===== src/design/ckbw_pkg.sv =====
// Package for the color-keyed blit writer: field widths, register codes,
// default screen geometry and the result record type.
// Depends on nothing; used by color_keyed_blit_writer.
package ckbw_pkg;

  // Default screen geometry and source row padding.
  localparam int SCREEN_COLUMNS_DEF = 640;
  localparam int SCREEN_ROWS_DEF    = 480;
  localparam int ROW_PAD_DEF        = 8;

  // Widths of the configuration registers and of the stream fields.
  localparam int ORIGIN_X_W    = 10;
  localparam int ORIGIN_Y_W    = 9;
  localparam int IMAGE_W_W     = 10;
  localparam int IMAGE_H_W     = 9;
  localparam int CFG_DATA_W    = 10;
  localparam int CFG_INDEX_W   = 2;
  localparam int PIXEL_W       = 32;
  localparam int FRAME_INDEX_W = 19;
  localparam int KEY_W         = 8;

  // Register values after reset.
  localparam logic [ORIGIN_X_W-1:0] ORIGIN_X_RST = '0;
  localparam logic [ORIGIN_Y_W-1:0] ORIGIN_Y_RST = '0;
  localparam logic [IMAGE_W_W-1:0]  IMAGE_W_RST  = 10'd8;
  localparam logic [IMAGE_H_W-1:0]  IMAGE_H_RST  = 9'd1;

  // Configuration register indexes.
  typedef enum logic [CFG_INDEX_W-1:0] {
    REG_ORIGIN_X     = 2'd0,
    REG_ORIGIN_Y     = 2'd1,
    REG_IMAGE_WIDTH  = 2'd2,
    REG_IMAGE_HEIGHT = 2'd3
  } cfg_reg_t;

  // One framebuffer write as it leaves the block.
  typedef struct packed {
    logic                     write_enable;
    logic [FRAME_INDEX_W-1:0] frame_index;
    logic [PIXEL_W-1:0]       pixel_out;
    logic                     rejected;
    logic                     last_pixel;
  } result_t;

endpackage


===== src/design/color_keyed_blit_writer.sv =====
// Color-keyed blit writer: walks a padded source image in row order and
// emits one framebuffer write per pixel. Depends on ckbw_pkg.
//
// Each result is registered into the output buffer when its pixel is accepted.
// Throughput: one pixel per cycle; the address is one constant multiply and
// add on the counters, and a two-entry output buffer keeps input and output
// apart so the input only stalls when both entries hold untaken results.
// Reset (rst, synchronous): counters to zero, registers to their defaults
// (origin 0,0, width 8, height 1), output buffer emptied.
module color_keyed_blit_writer #(
  parameter int SCREEN_COLUMNS = ckbw_pkg::SCREEN_COLUMNS_DEF,
  parameter int SCREEN_ROWS    = ckbw_pkg::SCREEN_ROWS_DEF,
  parameter int ROW_PAD        = ckbw_pkg::ROW_PAD_DEF
) (
  input  logic                                 clk,
  input  logic                                 rst,
  // Configuration write port
  input  logic                                 cfg_write,
  input  logic [ckbw_pkg::CFG_INDEX_W-1:0]     cfg_index,
  input  logic [ckbw_pkg::CFG_DATA_W-1:0]      cfg_data,
  // Source pixel channel
  input  logic                                 in_valid,
  output logic                                 in_stall,
  input  logic [ckbw_pkg::PIXEL_W-1:0]         source_pixel,
  // Framebuffer write channel
  output logic                                 out_valid,
  input  logic                                 out_stall,
  output logic                                 write_enable,
  output logic [ckbw_pkg::FRAME_INDEX_W-1:0]   frame_index,
  output logic [ckbw_pkg::PIXEL_W-1:0]         pixel_out,
  output logic                                 rejected,
  output logic                                 last_pixel
);

  localparam int IDX_W   = ckbw_pkg::FRAME_INDEX_W;
  localparam int COL_W   = ckbw_pkg::IMAGE_W_W;
  localparam int ROW_W   = ckbw_pkg::IMAGE_H_W;
  localparam int PHASE_W = (ROW_PAD > 1) ? $clog2(ROW_PAD) : 1;
  // Width for the fit checks: room for the register sums and the screen size.
  localparam int XC_W = ($clog2(SCREEN_COLUMNS + 1) > COL_W + 1) ?
                        $clog2(SCREEN_COLUMNS + 1) : COL_W + 1;
  localparam int YC_W = ($clog2(SCREEN_ROWS + 1) > ROW_W + 1) ?
                        $clog2(SCREEN_ROWS + 1) : ROW_W + 1;

  // Configuration registers.
  logic [ckbw_pkg::ORIGIN_X_W-1:0] origin_x;
  logic [ckbw_pkg::ORIGIN_Y_W-1:0] origin_y;
  logic [ckbw_pkg::IMAGE_W_W-1:0]  image_width;
  logic [ckbw_pkg::IMAGE_H_W-1:0]  image_height;

  // Position counters; phase tracks column_count modulo ROW_PAD.
  logic [COL_W-1:0]   column_count, column_count_next;
  logic [ROW_W-1:0]   row_count, row_count_next;
  logic [PHASE_W-1:0] phase, phase_next;

  // Output buffer: head entry drives the ports, skid entry catches a stall.
  ckbw_pkg::result_t head, skid, result;
  logic              head_valid, skid_valid;

  logic             in_xfer, out_xfer;
  logic             empty_image, off_screen, row_end, last;
  logic [COL_W:0]   col_plus;
  logic [COL_W:0]   col_aligned;
  logic [PHASE_W-1:0] phase_plus;
  logic [ROW_W:0]   row_plus;
  logic [COL_W:0]   row_sum;

  assign in_stall = skid_valid;
  assign in_xfer  = in_valid && !in_stall;
  assign out_xfer = head_valid && !out_stall;

  // Register writes.
  always_ff @(posedge clk) begin
    if (rst) begin
      origin_x     <= ckbw_pkg::ORIGIN_X_RST;
      origin_y     <= ckbw_pkg::ORIGIN_Y_RST;
      image_width  <= ckbw_pkg::IMAGE_W_RST;
      image_height <= ckbw_pkg::IMAGE_H_RST;
    end else if (cfg_write) begin
      case (ckbw_pkg::cfg_reg_t'(cfg_index))
        ckbw_pkg::REG_ORIGIN_X:     origin_x     <= cfg_data[ckbw_pkg::ORIGIN_X_W-1:0];
        ckbw_pkg::REG_ORIGIN_Y:     origin_y     <= cfg_data[ckbw_pkg::ORIGIN_Y_W-1:0];
        ckbw_pkg::REG_IMAGE_WIDTH:  image_width  <= cfg_data[ckbw_pkg::IMAGE_W_W-1:0];
        ckbw_pkg::REG_IMAGE_HEIGHT: image_height <= cfg_data[ckbw_pkg::IMAGE_H_W-1:0];
        default: ;
      endcase
    end
  end

  // Fit checks depend on the registers alone.
  always_comb begin
    empty_image = (image_width == '0) || (image_height == '0);
    off_screen  = empty_image
        || ((XC_W'(origin_x) + XC_W'(image_width)) > XC_W'(SCREEN_COLUMNS))
        || ((YC_W'(origin_y) + YC_W'(image_height)) > YC_W'(SCREEN_ROWS));
  end

  // Row end: the largest multiple of ROW_PAD not above column_count+1 has
  // reached the image width, which is the same as reaching the padded stride.
  always_comb begin
    col_plus    = {1'b0, column_count} + 1'b1;
    phase_plus  = (phase == PHASE_W'(ROW_PAD - 1)) ? '0 : phase + 1'b1;
    col_aligned = col_plus - (COL_W + 1)'(phase_plus);
    row_plus    = {1'b0, row_count} + 1'b1;
    row_end     = empty_image || (col_aligned >= (COL_W + 1)'(image_width));
    last        = empty_image || (row_end && (row_plus >= (ROW_W + 1)'(image_height)));
  end

  // Result for the pixel on the input port; the index wraps at its field width.
  always_comb begin
    row_sum = (COL_W + 1)'(origin_y) + (COL_W + 1)'(row_count);
    result.write_enable = (|source_pixel[ckbw_pkg::KEY_W-1:0]) && !off_screen;
    result.frame_index  = IDX_W'(SCREEN_COLUMNS) * IDX_W'(row_sum)
                          + IDX_W'(origin_x) + IDX_W'(column_count);
    result.pixel_out    = source_pixel;
    result.rejected     = off_screen;
    result.last_pixel   = last;
  end

  // Counter advance for an accepted pixel.
  always_comb begin
    column_count_next = column_count;
    row_count_next    = row_count;
    phase_next        = phase;
    if (in_xfer) begin
      if (last) begin
        column_count_next = '0;
        row_count_next    = '0;
        phase_next        = '0;
      end else if (row_end) begin
        column_count_next = '0;
        row_count_next    = row_plus[ROW_W-1:0];
        phase_next        = '0;
      end else begin
        column_count_next = col_plus[COL_W-1:0];
        // A wrap of the column counter restarts the padding phase with it.
        phase_next        = col_plus[COL_W] ? '0 : phase_plus;
      end
    end
  end

  always_ff @(posedge clk) begin
    if (rst) begin
      column_count <= '0;
      row_count    <= '0;
      phase        <= '0;
    end else begin
      column_count <= column_count_next;
      row_count    <= row_count_next;
      phase        <= phase_next;
    end
  end

  // Two-entry output buffer: a new transfer lands in the head when it is
  // free or being taken, otherwise in the skid entry.
  always_ff @(posedge clk) begin
    if (rst) begin
      head_valid <= 1'b0;
      skid_valid <= 1'b0;
    end else begin
      if (!head_valid || out_xfer) begin
        if (skid_valid) begin
          head_valid <= 1'b1;
          skid_valid <= 1'b0;
        end else begin
          head_valid <= in_xfer;
        end
      end else if (in_xfer) begin
        skid_valid <= 1'b1;
      end
    end
  end

  always_ff @(posedge clk) begin
    if (!head_valid || out_xfer) begin
      if (skid_valid) begin
        head <= skid;
      end else if (in_xfer) begin
        head <= result;
      end
    end else if (in_xfer) begin
      skid <= result;
    end
  end

  // Output ports.
  assign out_valid    = head_valid;
  assign write_enable = head.write_enable;
  assign frame_index  = head.frame_index;
  assign pixel_out    = head.pixel_out;
  assign rejected     = head.rejected;
  assign last_pixel   = head.last_pixel;

endmodule

===== config.mk =====
export PLATFORM = sky130hd
export DESIGN_NAME = color_keyed_blit_writer
export DESIGN_NICKNAME = d
export VERILOG_FILES = /design/src/design/ckbw_pkg.sv /design/src/design/color_keyed_blit_writer.sv
export SDC_FILE = /design/constraint.sdc
export NUM_CORES = 1
export LEC_CHECK = 0
export BUFFER_PORTS_ARGS = -buffer_cell sky130_fd_sc_hd__clkbuf_2
export CORE_UTILIZATION = 30
export DETAILED_ROUTE_END_ITERATION = 16
export PLACE_DENSITY_LB_ADDON = 0.3
export SLEW_MARGIN = 10
export SYNTH_ARGS = -nofsm -noshare
export SYNTH_HDL_FRONTEND = slang
export SYNTH_SLANG_ARGS = --single-unit

===== constraint.sdc =====
create_clock -name clk -period 10.45 [get_ports clk]
set_input_delay 1.045 -clock clk [delete_from_list [all_inputs] [get_ports clk]]
set_output_delay 1.045 -clock clk [all_outputs]
set_load 0.01 [all_outputs]

Yosys cells after proc, flatten, opt, wreduce, memory -nomap -nowiden
Cells that the tools add are included.
{"block": "totals", "reg_bits": 170, "latch_bits": 0, "ramBits": 0, "romBits": 0, "out_inout_bits": 56, "n_memories": 0}
{"block": "op_classes", "n_addsub": 9, "n_mul": 1, "n_div": 0, "order_cmp": 4, "n_eq_ne": 4, "shift": 0, "n_mux": 11, "bitwise": 1, "reduce_logical": 28}
{"op": "two-way mux 54 bit", "n": 2}
{"op": "adder 19 x 10 -> 19 bit", "n": 2}
{"op": "adder 9 x 9 -> 10 bit", "n": 2}
{"op": "two-way mux 10 bit", "n": 2}
{"op": "two-way mux 9 bit", "n": 2}
{"op": "AND reduction 2 bit", "n": 7}
{"op": "multiplier 3 x 10 -> 12 bit, first input constant", "n": 1}
{"op": "two-way mux 3 bit", "n": 4}
{"op": "adder 10 x 1 -> 11 bit, second input constant", "n": 1}
{"op": "adder 10 x 10 -> 11 bit", "n": 1}
{"op": ">= comparator 11 x 10 -> 1 bit", "n": 1}
{"op": "greater-than comparator 11 x 10 -> 1 bit, second input constant", "n": 1}
{"op": "subtractor 11 x 3 -> 11 bit", "n": 1}
{"op": "adder 9 x 1 -> 10 bit, second input constant", "n": 1}
{"op": ">= comparator 10 x 9 -> 1 bit", "n": 1}
{"op": "greater-than comparator 10 x 9 -> 1 bit, second input constant", "n": 1}
{"op": "logical NOT 10 bit", "n": 1}
{"op": "logical NOT 9 bit", "n": 1}
{"op": "OR reduction 8 bit", "n": 1}
{"op": "logical OR 1 bit", "n": 6}
{"op": "== test 2 bit, second input constant", "n": 2}
{"op": "logical AND 1 bit", "n": 4}
{"op": "logical NOT 1 bit", "n": 4}
{"op": "nonzero test 2 bit", "n": 2}
{"op": "7 further kinds", "n": 7}

Logic depth before layout (Yosys ltp)
Gate-level depths: netlist of run 1.
{"block": "logic_depth", "depth_word": 9, "ltp_mapped": 20, "mapped_depth_nobuf": 19}

Worst setup path before layout of run 1
OpenSTA, ideal clock, no wires.
{"block": "synth_timing", "path_kind": "reg-to-reg", "from": "register row_count[0]", "to": "register head (netlist bit frame_index[18]) (data pin)", "setup_time_ps": 260, "arrival_ps": 4080, "required_ps": 10190, "setup_slack_ps": 6110, "path_stages_with_launch": 19, "period_less_slack_ps": 4340, "cell_sequence": "dfxtp_1 > ha_1 > fa_1 > a21o_1 > a21oi_1 > o21bai_1 > a21oi_1 > o21bai_1 > a21oi_1 > xnor2_1 > ha_1 > ha_1 > o2111a_1 > or3_1 > xnor2_1 > nor4_1 > xnor2_1 > xnor2_1 > mux2_2"}
{"item": "start: declaration", "line": "color_keyed_blit_writer.sv:53", "rtl": "logic [ROW_W-1:0] row_count, row_count_next;"}
{"item": "start signal: assignment", "line": "color_keyed_blit_writer.sv:149", "rtl": "row_count <= row_count_next;"}
{"item": "end signal: assignment", "line": "color_keyed_blit_writer.sv:177", "rtl": "head <= skid;"}
{"item": "end signal: assignment", "line": "color_keyed_blit_writer.sv:179", "rtl": "head <= result;"}
{"item": "end: declaration", "line": "color_keyed_blit_writer.sv:57", "rtl": "ckbw_pkg::result_t head, skid, result;"}

==> results of run 1 <==
[power by group through the flow]
stage / Sequential, mW / Clock, mW / Combinational (mW)
3_5_place_dp: 0.800 / 0 / 0.459
3_3_place_gp: 0.798 / 0 / 0.455
5_1_grt: 0.789 / 0.688 / 0.516
4_1_cts: 0.785 / 0.667 / 0.464
2_1_floorplan: 0.806 / 0 / 0.324
6_report: 0.784 / 0.646 / 0.462
[worst reg2reg max path, delay by kind of cell, from the launching register on]
family,cells,cell delay [ns]
buffers and inverters,1,0.09
muxes,1,0.27
DFF,1,0.47
AOI/OAI and AO/OA,8,1.70
xor gates and xnor gates,2,0.27
and+or+nand+nor,3,0.68
adders and majority gates,3,0.94
[final cells by class]
cell class	count	area (µm²)
fill	3248	20500
multi-input combinational	653	4980
sequential	170	4490
timing repair buffer	110	566
tap	435	544
clock buffer	17	425
inverter	59	221
clock inverter	15	169
[how the worst max path moves through the flow]
stage | depth (start not counted) | endpoint | startpoint | slack (ns)
floorplan | 18 | frame_index[18]$_DFFE_PP_ | row_count[0]$_SDFFE_PP0P_ | 6.11
global placement | 18 | frame_index[18]$_DFFE_PP_ | origin_y[1]$_SDFFE_PP0P_ | 5.83
detailed placement | 18 | frame_index[18]$_DFFE_PP_ | row_count[0]$_SDFFE_PP0P_ | 5.79
CTS | 18 | frame_index[18]$_DFFE_PP_ | row_count[0]$_SDFFE_PP0P_ | 5.75
global route | 18 | frame_index[18]$_DFFE_PP_ | row_count[0]$_SDFFE_PP0P_ | 5.43
finish | 18 | frame_index[18]$_DFFE_PP_ | row_count[1]$_SDFFE_PP0P_ | 5.80
[through the flow]
step	utilization (%)	total power [mW]
floorplan	-	1.13
global route	35.7	1.99
CTS	35.7	1.92
detailed placement	33.9	1.26
finish	35.7	1.89
global placement	33.9	1.25
[registers in the layout, summed over array words and instances (netlist names), 10 cells and up]
signal,flops
column_count,10
origin_x,10
frame_index,19
skid,54
pixel_out,32
image_width,10
[logic make-up (layout without fill, tap and decap cells)]
logic type | count (synthesis) | in the layout
compound gates | 188 | 188
xor+xnor | 57 | 57
fa+ha+maj | 96 | 96
buf+inv | 91 | 201
flops | 170 | 170
mux | 60 | 60
simple gates | 252 | 252
[Yosys cell counts, types with 4 or more instances]
cell type and n:
sky130_fd_sc_hd__o21bai_1 10, sky130_fd_sc_hd__xnor2_1 40, sky130_fd_sc_hd__o21a_1 6, sky130_fd_sc_hd__o2111a_1 4
sky130_fd_sc_hd__nor2b_1 9, sky130_fd_sc_hd__edfxtp_1 108, sky130_fd_sc_hd__a21oi_1 73, sky130_fd_sc_hd__a31oi_1 4
sky130_fd_sc_hd__a21o_1 11, sky130_fd_sc_hd__a31o_2 4, sky130_fd_sc_hd__and3_1 7, sky130_fd_sc_hd__nand4_1 8
sky130_fd_sc_hd__fa_1 9, sky130_fd_sc_hd__or2_2 5, sky130_fd_sc_hd__xor2_1 16, sky130_fd_sc_hd__dfxtp_1 62
sky130_fd_sc_hd__nor4_1 11, sky130_fd_sc_hd__nand2_1 86, sky130_fd_sc_hd__o2111ai_1 4, sky130_fd_sc_hd__ha_1 87
sky130_fd_sc_hd__o211ai_1 7, sky130_fd_sc_hd__or4_1 12, sky130_fd_sc_hd__nand3_1 17, sky130_fd_sc_hd__nor3_1 13
sky130_fd_sc_hd__inv_1 59, sky130_fd_sc_hd__clkbuf_1 20, sky130_fd_sc_hd__nand2b_1 7, sky130_fd_sc_hd__mux2_2 53
sky130_fd_sc_hd__o21ai_0 27, sky130_fd_sc_hd__a211oi_1 10, sky130_fd_sc_hd__nor2_1 51, sky130_fd_sc_hd__or3_1 5
sky130_fd_sc_hd__buf_1 4, sky130_fd_sc_hd__mux2i_1 7
[metal layers]
layer | GRT usage, % | vias up | wire, µm
li1 | - | 3540 | -
met3 | 2.38 | 23 | 1140
met1 | 18.9 | 3343 | 11000
met5 | 0 | - | 0
met4 | 3.53 | 0 | 312
met2 | 19.8 | 212 | 9070
[layout by cell type (no fill, tap or decap), types with 12 or more instances in the layout]
cell type	count
sky130_fd_sc_hd__edfxtp_1	108
sky130_fd_sc_hd__clkbuf_2	104
sky130_fd_sc_hd__ha_1	87
sky130_fd_sc_hd__nand2_1	86
sky130_fd_sc_hd__a21oi_1	72
sky130_fd_sc_hd__dfxtp_1	61
sky130_fd_sc_hd__inv_1	59
sky130_fd_sc_hd__mux2_2	53
sky130_fd_sc_hd__nor2_1	50
sky130_fd_sc_hd__xnor2_1	40
sky130_fd_sc_hd__o21ai_0	27
sky130_fd_sc_hd__nand3_1	17
sky130_fd_sc_hd__clkbuf_16	17
sky130_fd_sc_hd__xor2_1	16
sky130_fd_sc_hd__nor3_1	13
sky130_fd_sc_hd__or4_1	12
==> summary by stage, run 1 <==
Worst setup path
The endpoint identified for the worst register-to-register timing path is frame_index[18]$_DFFE_PP_. The type of element capturing the critical path is a register. In this design, the critical path's most frequently occurring cell is sky130_fd_sc_hd__ha_1.

The startpoint identified for the worst register-to-register timing path is row_count[1]$_SDFFE_PP0P_. The family of cells with the greatest summed delay on the critical path is compound AO/OA/AOI/OAI gates. The worst path arrival time is just under 5 ns.

Across all register-to-register paths, the minimum setup slack is around 5.8 ns. The cell with the largest stage delay on the worst path is sky130_fd_sc_hd__dfxtp_1. The worst setup path is launched from a register.

The total buffers and inverters traversed by the critical path is 1. The worst setup path is of the register to register kind. The worst path required time is between 10 and 15 ns. The critical path goes through ha_1, a21o_1, a21oi_1, o21ai_0, o41ai_1, nor2_1, a211oi_1, inv_1, ha_1, ha_1, o21ai_0, or3_1, o2111ai_1, a211oi_1, nor4_1, xnor2_1, xnor2_1, mux2_2. Of all nets on the critical path, the largest fanout is 6. The cell depth of the worst flop-to-flop path is 18.

The largest single stage delay on the critical path is 0.47 ns.

CTS
The number of setup buffers added after CTS is 0. After clock tree synthesis, the clock-pin slew on the worst setup and hold paths is approximately 0.070 ns. The TritonCTS clock tree is built. In this run, post-CTS repair resized a total of 0 instances.

The total CTS buffers is 17. The clock net in this run drives a total of 170 sinks. The number of buffers inserted for hold repair after clock tree synthesis is 0. The clock passes through at most 2 buffers. The tree is rooted in a sky130_fd_sc_hd__clkbuf_16.

The latest clock arrival within the worst-skew pair is roughly 0.44 ns. In this run the number of H-tree levels came out at 4.

Synth
The main combinational cell family by area after synthesis is simple AND/OR/NAND/NOR gates. The adder-cell share of the synthesized area is between 10 and 15%. The number of different library cells used by synthesis comes to 73. The number of register bits inferred by synthesis is between 150 and 200.

The number of warnings issued by yosys is 0. The flip-flop cell with the highest count after synthesis is sky130_fd_sc_hd__edfxtp_1. The mux contribution to synthesized area is between 6 and 7%. The sequential area share after synthesis is approximately 46%.

Of the total synthesized cell area, the portion taken by AND, OR, NAND and NOR gates is a little over an eighth. The synthesized design spends more area on one cell type than any other, namely sky130_fd_sc_hd__edfxtp_1. The number of nets produced by synthesis is about 1100.

Synthesis produced a netlist whose cell count is between 900 and 1000. The fraction of post-synthesis cell area in the top cell type by area is approximately a third. The synthesized netlist devotes 12.4% of its cell area to compound gates. The combined area of all synthesized cells is just under 10000 µm². The xor/xnor share of the synthesized area is 5.27%. After synthesis, the share of flip-flops with an asynchronous set or reset is 0%. Yosys mapped a number of flops with a built-in enable equal to around 110. The synthesized area divided by synthesized cell count is 10.8 µm². By area the synthesized netlist is led by sky130_fd_sc_hd__edfxtp_1, sky130_fd_sc_hd__dfxtp_1, sky130_fd_sc_hd__ha_1, sky130_fd_sc_hd__mux2_2, sky130_fd_sc_hd__a21oi_1.

Placed design
At the end of routability-driven placement, the weighted congestion stood at around 0.85. Input and output buffers added on the ports amount to around 100. After detailed placement, the design holds a cell count of 1427.

The pre-CTS setup slack is between 5 and 6 ns. The placed wire-length estimate after detailed placement is 15600 µm. Summing all placed instances gives a cell area of 10800 µm².

Final layout
The net count of the finished layout is between 1000 and 1500. With fillers left out, the area of the finished cells amounts to roughly 11000 µm². The layout overhead on the synthesized area is 15.8%. The post-route netlist has 22.2% of its cells at a drive strength greater than 1. After the flow finishes, the layout carries non-filler instances totaling 1459. 0 antenna diodes ended up in the layout.

STA
The setup-violating endpoint count in the final report is 0. The final hold violation count is 0. The count of final max-slew check failures was 0. The worst-case clock skew is 0.0197 ns. The final critical path takes up approximately 45% of the cycle. The peak clock frequency supported by timing is roughly 220 MHz. The time the final worst path needs with I/O delays and setup is between 4 and 5 ns. The relative slew slack is between 20 and 25%. The tightest hold path in the finished design has a slack of ~0.50 ns.

Setup repair after global routing left no endpoint under its margin. The aggregate negative setup slack is 0 ns. The actual transition at the worst max-transition pin is about 1.1 ns.

In the post-route analysis, the smallest setup slack over all paths is approximately 5.8 ns.

Route
Once detail routing completed, the nets flagged for antenna violations numbered 0. The total vias in the final route is between 7000 and 8000. Summed over all layers, the routed wires come to between 20000 and 25000 µm.

The first detailed-routing pass ran for 6 iterations. For this run, design rule violations remaining after detail routing come to 0. The first-iteration detailed-routing DRC count is ~470. The average detailed-routed wire length per instance is 14.7 µm. The via density per instance is between 4 and 5.

Die
The core region area is ~32000 µm². The floorplan die area is about 34000 µm². During I/O placement, the number of pins put on the boundary was roughly 110. Row generation in the floorplan step produced 65 rows.

The y dimension of the die is between 150 and 200 µm. The effective utilization at floorplan is between 30 and 40%. Measured along the x axis, the die boundary spans 183 µm.

Global routing
After global routing the overflow that remains totals 0. The number of antenna violations at the first check in global routing is 0. The number of global-route vias before repair was between 6000 and 7000.

The pin count of the biggest net entering global routing is 62. For this run, the total global-route usage over all layers was measured as between 10% and 20%. The first global-routing pass estimated 34900 µm of wire.

Worst hold path
The worst hold path terminates at origin_y[0]$_SDFFE_PP0P_. In this run the most critical hold path is launched from origin_y[0]$_SDFFE_PP0P_. The worst min-delay path category is register to register. The worst hold path was traced through 2 stages.

Power
The register share of total power is 41.5%. The peak ir drop on the vdd network is around 0.00012 V. Per report_power, the clock group accounts for between 30% and 40% of the total.

Internal power comes to about 1.3 mW. The leakage power summed over all cells is ~4.5 nW. Combinational logic burns 24.4% of the power. Net switching is 31.7% of the power. In this run the power density over the cells is around 170 nW/µm². Summed over all nets, the switching power comes to approximately 600 µW.

Run
Max-cap violations in this run came to 0.

Run status
The run finished with clean final reports.
Power figures use the tool's default switching activity.
==> run 2, diff against run 1 <==
Settings changed: ABC_AREA set to 1.
Clock period 10.45 ns to 4.45 ns, I/O delays scaled along.
==> summary by stage, run 2 <==
Synth
Summing the sequential cell areas from Yosys gives between 40% and 50% of the chip area. The number of distinct library cell variants in the gate-level netlist after synthesis is 38. In this run, synthesis inferred around 110 flip-flops with an integrated enable.

In this run the cell area of the synthesized design comes to 9880 µm². The post-synthesis instance total is about 1200. The number of nets handed over by synthesis was about 1300.

The mux contribution to synthesized area is 0%. The main combinational cell family by area after synthesis is simple AND/OR/NAND/NOR gates. By instance count, the leading cell after synthesis is sky130_fd_sc_hd__nand2_1. The fraction of the mapped netlist area in compound gates is about 8.1%.

The synthesized area divided by synthesized cell count is between 8 and 9 µm². Of all flip-flops after synthesis, the portion carrying an async set or reset was 0%. During synthesis, Yosys emitted a total of 0 warnings. sky130_fd_sc_hd__edfxtp_1 takes more of the synthesized area than any other cell. The adder-cell share of the synthesized area is 12.8%. The number of register bits inferred by synthesis is 170. The most used flip-flop cell after synthesis is sky130_fd_sc_hd__edfxtp_1. Ranked by instance count, the synthesized netlist is headed by sky130_fd_sc_hd__nand2_1, sky130_fd_sc_hd__inv_1, sky130_fd_sc_hd__edfxtp_1, sky130_fd_sc_hd__ha_1, sky130_fd_sc_hd__nor2_1. After Yosys synthesis, XOR and XNOR cells account for a little over 4% of the synthesized area. The fraction of post-synthesis cell area in the top cell type by area is 32.8%. The synthesized netlist devotes a little under a quarter of its cell area to simple gates.

By area the synthesized netlist is led by sky130_fd_sc_hd__edfxtp_1, sky130_fd_sc_hd__nand2_1, sky130_fd_sc_hd__dfxtp_1, sky130_fd_sc_hd__ha_1, sky130_fd_sc_hd__inv_1.

STA
The final hold violation count is 0. Setup repair after global routing left no endpoint under its margin. The time the final worst path needs with I/O delays and setup is approximately 4 ns.

Setup violations remaining at the end of the flow were counted as 0. The final critical path takes up about nine tenths of the cycle. The count of final max-slew check failures is 0. The worst-case clock skew is roughly 0.010 ns.

The peak clock frequency supported by timing is about 250 MHz. In this run the tightest slew margin relative to its limit is 51.3%. The actual transition at the worst max-transition pin is 0.730 ns. The final worst setup slack is about 0.43 ns. Summed over all failing endpoints, the final setup total negative slack is 0 ns.

Final layout
After the flow finishes, the layout carries non-filler instances totaling ~1700. The most common cell after layout, fill and taps aside is sky130_fd_sc_hd__nand2_1. The multi-input combinational cells in the finished layout cover a total of approximately 4800 µm². The register with the most flip-flops in the layout has 54 of them. Cells with a size suffix above 1 make up 14.0% of the layout. More flip-flops sit in one register than any other, and that register is skid. The number of antenna diodes in the final layout is 0. The area growth from synthesis to layout is 16.1%. The count of filler cells inserted in the layout is approximately 3400. Summing all flip-flop and latch instances after layout gives 4490 µm². Leaving out fill and tap cells, the most frequent cells in the layout are sky130_fd_sc_hd__nand2_1, sky130_fd_sc_hd__inv_1, sky130_fd_sc_hd__edfxtp_1, sky130_fd_sc_hd__clkbuf_2, sky130_fd_sc_hd__ha_1.

The total number of nets in the final design is between 1000 and 1500. The utilization after layout is a little over a third.

Power
The power density relative to cell area is between 400 and 500 nW/µm². IR analysis of the VDD net gives a maximum drop of between 0.0003 and 0.0004 V. In this run the static leakage power is approximately 5.5 nW. The power after layout is about 5.7 mW.

Worst setup path
The worst path arrival time is roughly 4.4 ns. The maximum fanout encountered on the critical timing path is 12. The worst setup path is of the register to register kind. The signal on the critical path passes through ha_1, ha_1, nor2_1, ha_1, inv_1, fa_1, a21oi_1, nand3_1, nor2_2, nand2_2, nor3_1, xor2_1, ha_1, nand2_1, inv_1, nand2_1, nand3b_1, nor2_1, nand2_1, nor2_1, nand3_2, nor2_4, nand2_1, a21oi_1. The critical path contains buffers and inverters numbering 2 combined. The worst path required time is about 4.8 ns. The slowest stage of the critical path is the sky130_fd_sc_hd__fa_1 cell.

The kind of cell with the highest combined delay along the critical path is simple AND/OR/NAND/NOR gates. For this run, the slowest stage of the critical path takes roughly 0.40 ns. STA classifies the critical path startpoint as a register. The type of element capturing the critical path is a register.

Global routing
The number of antenna violations at the first check in global routing is 0. The wire length of the first global-routing pass is 37500 µm. Summed over all layers, the global routing overflow is 0. Entering global routing, the biggest net connects 55 pins. The number of global-route vias before repair is between 7000 and 8000. The global-route usage over all layers is around 14%.

Die
In this run the core area contains 66 standard-cell rows. The initial utilization of the core area, before any placement, comes to 30.4%. The die covers 33700 µm². The core region area is around 32000 µm². 105 I/O pins were placed.

From bottom edge to top edge, the die measures around 180 µm. The floorplan step set the die width to 183 µm.

Route
Once detail routing completed, the nets flagged for antenna violations numbered 0. Across all layers, the routed design uses 7817 vias. The first-iteration detailed-routing DRC count is 358. The average detailed-routed wire length per instance is around 13 µm. Using the TritonRoute via totals, the vias-per-cell ratio works out to 4.53.

The first-pass iteration count of the detailed router is 5. The detailed-route DRC error count is 0. The aggregate routed wire length is about 23000 µm.

Run
The tool flagged a number of max-cap violations equal to 0.

Worst hold path
The worst hold path belongs to the class input port to register.

CTS
The buffer depth of the longest clock path is 2. The TritonCTS clock tree is built. The buffer type at the clock tree root is sky130_fd_sc_hd__clkbuf_16. The tree built by TritonCTS fans out to 170 sinks.

Clock-pin slew was measured on the worst setup and hold paths at about 0.070 ns. In this run, CTS created clock tree buffers numbering 17. The H-tree was split into 4 levels. At the later pin of the worst-skew pair, clock insertion delay measures between 0.4 and 0.5 ns.

Placed design
During placement, the flow inserted port buffers numbering between 100 and 150. The routability-driven placement congestion ratio is between 0.8 and 0.9. At the placement stage, the worst setup path has a slack of ~0.42 ns.

After detailed placement, the design holds a cell count of roughly 1700. The wire-length estimate of the detail-placed layout is roughly 17000 µm.

Run status
The flow ran to the end, and the final reports show no timing, DRC or antenna violations.
run 2: cell count changes after synthesis, sizes merged, moves of 30 or more:
cell / change
nand3: +39
xnor2: -30
inv: +80
nand2: +268
mux2: -53
nor2: +33
run 2: worst paths after layout:
kind | start | endpoint | slack (ns) | cells past startpoint
max | phase[0]$_SDFFE_PP0P_ | column_count[4]$_SDFFE_PP0P_ | 0.43 | 24
min | source_pixel[18] | skid[20]$_DFFE_PP_ | 0.20 | 1
max reg2reg | phase[0]$_SDFFE_PP0P_ | column_count[4]$_SDFFE_PP0P_ | 0.43 | 24
min reg2reg | phase[1]$_SDFFE_PP0P_ | phase[1]$_SDFFE_PP0P_ | 0.49 | 2
run 2: metrics by stage:
stage          hold WS, ns  cell area [µm²]
5_1_grt              0.174            11500
3_5_place_dp         0.483            10900
3_3_place_gp         0.472            10900
2_1_floorplan        0.460             9880
6_report             0.198            11500
4_1_cts              0.181            11500
run 2: metal layers:
layer | GRT usage [%] | up-vias | share of wire [%]
li1 | - | 4052 | -
met1 | 20.2 | 3588 | 53
met2 | 21.3 | 160 | 42
met3 | 2.99 | 17 | 4.6
met4 | 3.60 | 0 | 0.91
met5 | 0 | - | 0
run 2: cells by family after synthesis:
logic type,count (synthesis)
fa+ha+maj,96
buf+inv,166
flops,170
xor+xnor,46
compound gates,145
simple gates,543
run 2: cell type report:
| cell class | instances | area share [%] |
|---|---|---|
| clock inverter | 11 | 0.993 |
| tap | 442 | 4.82 |
| inverter | 140 | 4.58 |
| timing repair buffer | 110 | 4.93 |
| sequential | 170 | 39.1 |
| multi-input combinational | 830 | 41.6 |
| clock buffer | 21 | 3.93 |
run 2: power by group:
group	internal (mW)	switching [mW]	leakage [nW]	total (mW)
sequential	1.91	0.0956	1.53	2.00
clock	0.797	0.664	0.266	1.46
combinational	0.827	1.44	3.67	2.27
run 2: worst reg2reg max path, cell delays in order, from the launching register on:
cell	delay, ns
sky130_fd_sc_hd__dfxtp_1	0.33
sky130_fd_sc_hd__ha_1	0.20
sky130_fd_sc_hd__ha_1	0.18
sky130_fd_sc_hd__nor2_1	0.13
sky130_fd_sc_hd__ha_1	0.19
sky130_fd_sc_hd__inv_1	0.05
sky130_fd_sc_hd__fa_1	0.40
sky130_fd_sc_hd__a21oi_1	0.16
sky130_fd_sc_hd__nand3_1	0.13
sky130_fd_sc_hd__nor2_2	0.12
sky130_fd_sc_hd__nand2_2	0.08
sky130_fd_sc_hd__nor3_1	0.21
sky130_fd_sc_hd__xor2_1	0.18
sky130_fd_sc_hd__ha_1	0.25
sky130_fd_sc_hd__nand2_1	0.08
sky130_fd_sc_hd__inv_1	0.06
sky130_fd_sc_hd__nand2_1	0.06
sky130_fd_sc_hd__nand3b_1	0.07
sky130_fd_sc_hd__nor2_1	0.10
sky130_fd_sc_hd__nand2_1	0.05
sky130_fd_sc_hd__nor2_1	0.12
sky130_fd_sc_hd__nand3_2	0.17
sky130_fd_sc_hd__nor2_4	0.39
sky130_fd_sc_hd__nand2_1	0.11
sky130_fd_sc_hd__a21oi_1	0.14
run 2: what timing repair did:
item                                    4_1_cts  5_1_grt
hold buffers                                  0        0
gates resized for setup                       0        1
setup buffers                                 0        0
endpoints found under the setup margin        0        1
==> run 3, diff against run 2 <==
Clock period 4.45 ns to 4.9 ns, I/O delays scaled along.
==> summary by stage, run 3 (synthesis gave the netlist of run 2 again) <==
Run status
The flow ran to the end, and the final reports show no timing, DRC or antenna violations.

CTS
The total clock sinks is 170. The post-cts gate resize count is 0. TritonCTS created 17 clock buffers. For the worst-skew pair, the clock arrives at the later sink with an insertion delay of 0.43 ns. TritonCTS built the clock tree. After clock tree synthesis, the clock-pin slew on the worst setup and hold paths is roughly 0.070 ns. Counting along the longest clock path gives a buffer depth of 2. The H-tree generated during clock tree synthesis spans 4 levels. The post-CTS setup repair buffer count is 0. In this run the clock root is driven by a sky130_fd_sc_hd__clkbuf_16.

The number of hold buffers added after CTS was 0.

Final layout
The library cells used most frequently in the layout, excluding fill and tap cells, are sky130_fd_sc_hd__nand2_1, sky130_fd_sc_hd__inv_1, sky130_fd_sc_hd__edfxtp_1, sky130_fd_sc_hd__clkbuf_2, sky130_fd_sc_hd__ha_1. The library cell used most frequently in the layout, excluding fill and tap cells, is sky130_fd_sc_hd__nand2_1. The total number of nets in the final design is between 1000 and 1500. The area used by multi-input combinational logic is 4770 µm².

The post-route cell area is 11400 µm². Registers take between 4000 and 5000 µm². The final cell count without fillers is 1721.

Compared with the post-synthesis result, the final layout area differs by 15.8%. The count of filler cells inserted in the layout is 3374. Counting flops per register, the top entry is skid. The antenna cell count is 0. Of the cells placed in the final design, the portion with a size suffix greater than 1 is between 10% and 20%. The number of flip-flops under the largest register name is between 50 and 60.

Worst setup path
At the worst endpoint, the required time is approximately 5 ns. The maximum fanout encountered on the critical timing path is 11. Across all register-to-register paths, the minimum setup slack is 0.81 ns. In this run the number of cells on the critical path is 23. The total buffers and inverters traversed by the critical path is 2. The family of cells with the greatest summed delay on the critical path is simple AND/OR/NAND/NOR gates. The worst path arrival time is around 4.2 ns. The worst register-to-register path ends at last_pixel$_DFFE_PP_.

The slowest stage of the critical path is the sky130_fd_sc_hd__dfxtp_1 cell. The most critical setup path has its startpoint at column_count[0]$_SDFFE_PP0P_. The peak per-stage delay on the critical path is between 0.4 and 0.5 ns. The critical path goes through ha_1, nand2_1, inv_1, nor2_1, ha_1, nand2_1, nor2_1, a211oi_1, nand3_1, nor3_1, nand2_1, xnor2_1, ha_1, nand2_1, inv_1, nand2_1, nand3b_1, nor2_1, nand2_1, nor2_1, nand3_2, nand2_1, a31oi_1. The type of element capturing the critical path is a register. In this design, the critical path's most frequently occurring cell is sky130_fd_sc_hd__nand2_1.

The cell depth of the worst flop-to-flop path is 23. The worst register-to-register path begins at column_count[0]$_SDFFE_PP0P_. The category of the most critical setup path is register to register. The startpoint class of the critical path is a register. The worst setup path endpoint is last_pixel$_DFFE_PP_.

Placed design
In this run the cell area measured after placement is between 10000 and 15000 µm². The post-placement cell count is 1689. The congestion estimate from routability-driven global placement came to between 0.8 and 0.9.

Buffers placed on the I/O ports in this run total about 100. The HPWL after detailed placement is around 17000 µm.

STA
The share of the clock period used by the worst path after layout is 83.4%. The final hold violation count came to 0. Timing would allow up to between 200 and 250 MHz. The count of final max-slew check failures is 0. The smallest hold slack is 0.246 ns. Setup violations remaining at the end of the flow were counted as 0.

Setup repair after global routing left no endpoint under its margin. The time the final worst path needs with I/O delays and setup is around 4 ns. Summed over all failing endpoints, the final setup total negative slack is 0 ns. The actual transition at the worst max-transition pin is about 1.1 ns. The worst-case clock skew is 0.0100 ns. The worst pin sits at a relative slew slack of between 20% and 30%.

Global routing
The total congestion overflow is 0. The first global-routing pass estimated about 37000 µm of wire. The number of global-route vias before repair is ~7300.

Entering global routing, the biggest net connects 57 pins. Global routing used about 14% of the available tracks. The number of antenna violations at the first check in global routing is 0.

Power
The switching power as a share of total power is between 30% and 40%. The clock network is responsible for 25.5% of the overall power. The cell-internal power is around 3.2 mW. The share of total power in combinational logic is between 30% and 40%. Dividing total power by cell area gives a power density of 454 nW/µm².

The net load switching power is ~2 mW. The leakage power summed over all cells is roughly 5.5 nW. The register share of total power is 35.0%. The worst-case IR drop observed on VDD is 0.000329 V.

Route
The first TritonRoute pass finished after 5 iterations. The total vias in the final route is between 7000 and 8000. For this block, the initial DRC count from the detailed router was roughly 370. After detailed routing, the number of vias per cell comes to 4.50. The detailed-route DRC error count is 0. The remaining antenna violation count after routing is 0. The final layout contains routed wiring with a total length of 22900 µm. The average detailed-routed wire length per instance is 13.3 µm.

Die
The die covers 33700 µm². Measured along the x axis, the die boundary spans approximately 180 µm. 105 I/O pins were placed. The number of rows created at floorplan is 66. The effective utilization at floorplan is 30.4%. After floorplanning, the core was sized to cover 32500 µm². The y dimension of the die is about 180 µm.

Worst hold path
The tightest min-delay check is of the input port to register type.

Run
Across the run, the number of max-cap violations was 0.
==> run 3: changes by cell type in the layout (fill, tap and decap cells not counted), moves of 2 or more <==
cell / delta
sky130_fd_sc_hd__buf_4: -3
sky130_fd_sc_hd__clkbuf_1: -2
sky130_fd_sc_hd__clkinv_2: +2
sky130_fd_sc_hd__clkinvlp_4: -3
sky130_fd_sc_hd__inv_6: +4
==> run 3: through the flow <==
step	setup WS [ns]	power [mW]	utilization, %
after floorplan	1.02	3.46	-
after global placement	0.907	3.86	33.5
after detailed placement	0.841	3.90	33.5
after CTS	0.808	5.25	35.3
after global routing	0.362	5.62	35.3
final	0.812	5.19	35.3
==> run 3: worst reg2reg max path, stage by stage (launching register included) <==
cell,delay (ns)
sky130_fd_sc_hd__dfxtp_1,0.47
sky130_fd_sc_hd__ha_1,0.24
sky130_fd_sc_hd__nand2_1,0.06
sky130_fd_sc_hd__inv_1,0.09
sky130_fd_sc_hd__nor2_1,0.07
sky130_fd_sc_hd__ha_1,0.35
sky130_fd_sc_hd__nand2_1,0.08
sky130_fd_sc_hd__nor2_1,0.04
sky130_fd_sc_hd__a211oi_1,0.27
sky130_fd_sc_hd__nand3_1,0.14
sky130_fd_sc_hd__nor3_1,0.22
sky130_fd_sc_hd__nand2_1,0.10
sky130_fd_sc_hd__xnor2_1,0.14
sky130_fd_sc_hd__ha_1,0.29
sky130_fd_sc_hd__nand2_1,0.09
sky130_fd_sc_hd__inv_1,0.05
sky130_fd_sc_hd__nand2_1,0.05
sky130_fd_sc_hd__nand3b_1,0.07
sky130_fd_sc_hd__nor2_1,0.11
sky130_fd_sc_hd__nand2_1,0.05
sky130_fd_sc_hd__nor2_1,0.11
sky130_fd_sc_hd__nand3_2,0.17
sky130_fd_sc_hd__nand2_1,0.37
sky130_fd_sc_hd__a31oi_1,0.13
==> run 3: area by class of cell <==
| type | count | area share [%] |
|---|---|---|
| Sequential cell | 170 | 39.2 |
| Multi-Input combinational cell | 830 | 41.7 |
| Timing Repair Buffer | 107 | 4.75 |
| Clock inverter | 14 | 1.17 |
| Clock buffer | 18 | 3.75 |
| Tap cell | 442 | 4.83 |
| Inverter | 140 | 4.59 |
==> run 3: power groups by stage <==
| stage | registers, mW | clock network [mW] | logic, mW |
|---|---|---|---|
| floorplan | 1.86 | 0 | 1.59 |
| global placement | 1.85 | 0 | 2.02 |
| detailed placement | 1.85 | 0 | 2.05 |
| CTS | 1.82 | 1.36 | 2.07 |
| global route | 1.83 | 1.42 | 2.37 |
| finish | 1.82 | 1.32 | 2.05 |
==> run 3: how the worst min path moves through the flow <==
| stage | cells after the start | slack, ns | from | end |
|---|---|---|---|---|
| floorplan | 2 | 0.46 | phase[1]$_SDFFE_PP0P_ | phase[1]$_SDFFE_PP0P_ |
| global placement | 2 | 0.47 | phase[1]$_SDFFE_PP0P_ | phase[1]$_SDFFE_PP0P_ |
| detailed placement | 2 | 0.48 | phase[2]$_SDFFE_PP0P_ | phase[2]$_SDFFE_PP0P_ |
| CTS | 1 | 0.22 | source_pixel[8] | skid[10]$_DFFE_PP_ |
| global route | 1 | 0.22 | source_pixel[8] | skid[10]$_DFFE_PP_ |
| finish | 1 | 0.25 | source_pixel[8] | skid[10]$_DFFE_PP_ |
==> run 3: routing by layer <==
layer | vias to the layer above | track usage (%) | share of wire [%]
li1 | 4042 | - | -
met1 | 3530 | 19.8 | 51
met2 | 158 | 21.4 | 43
met3 | 17 | 3.11 | 5.4
met4 | 0 | 3.20 | 0.86
met5 | - | 0 | 0
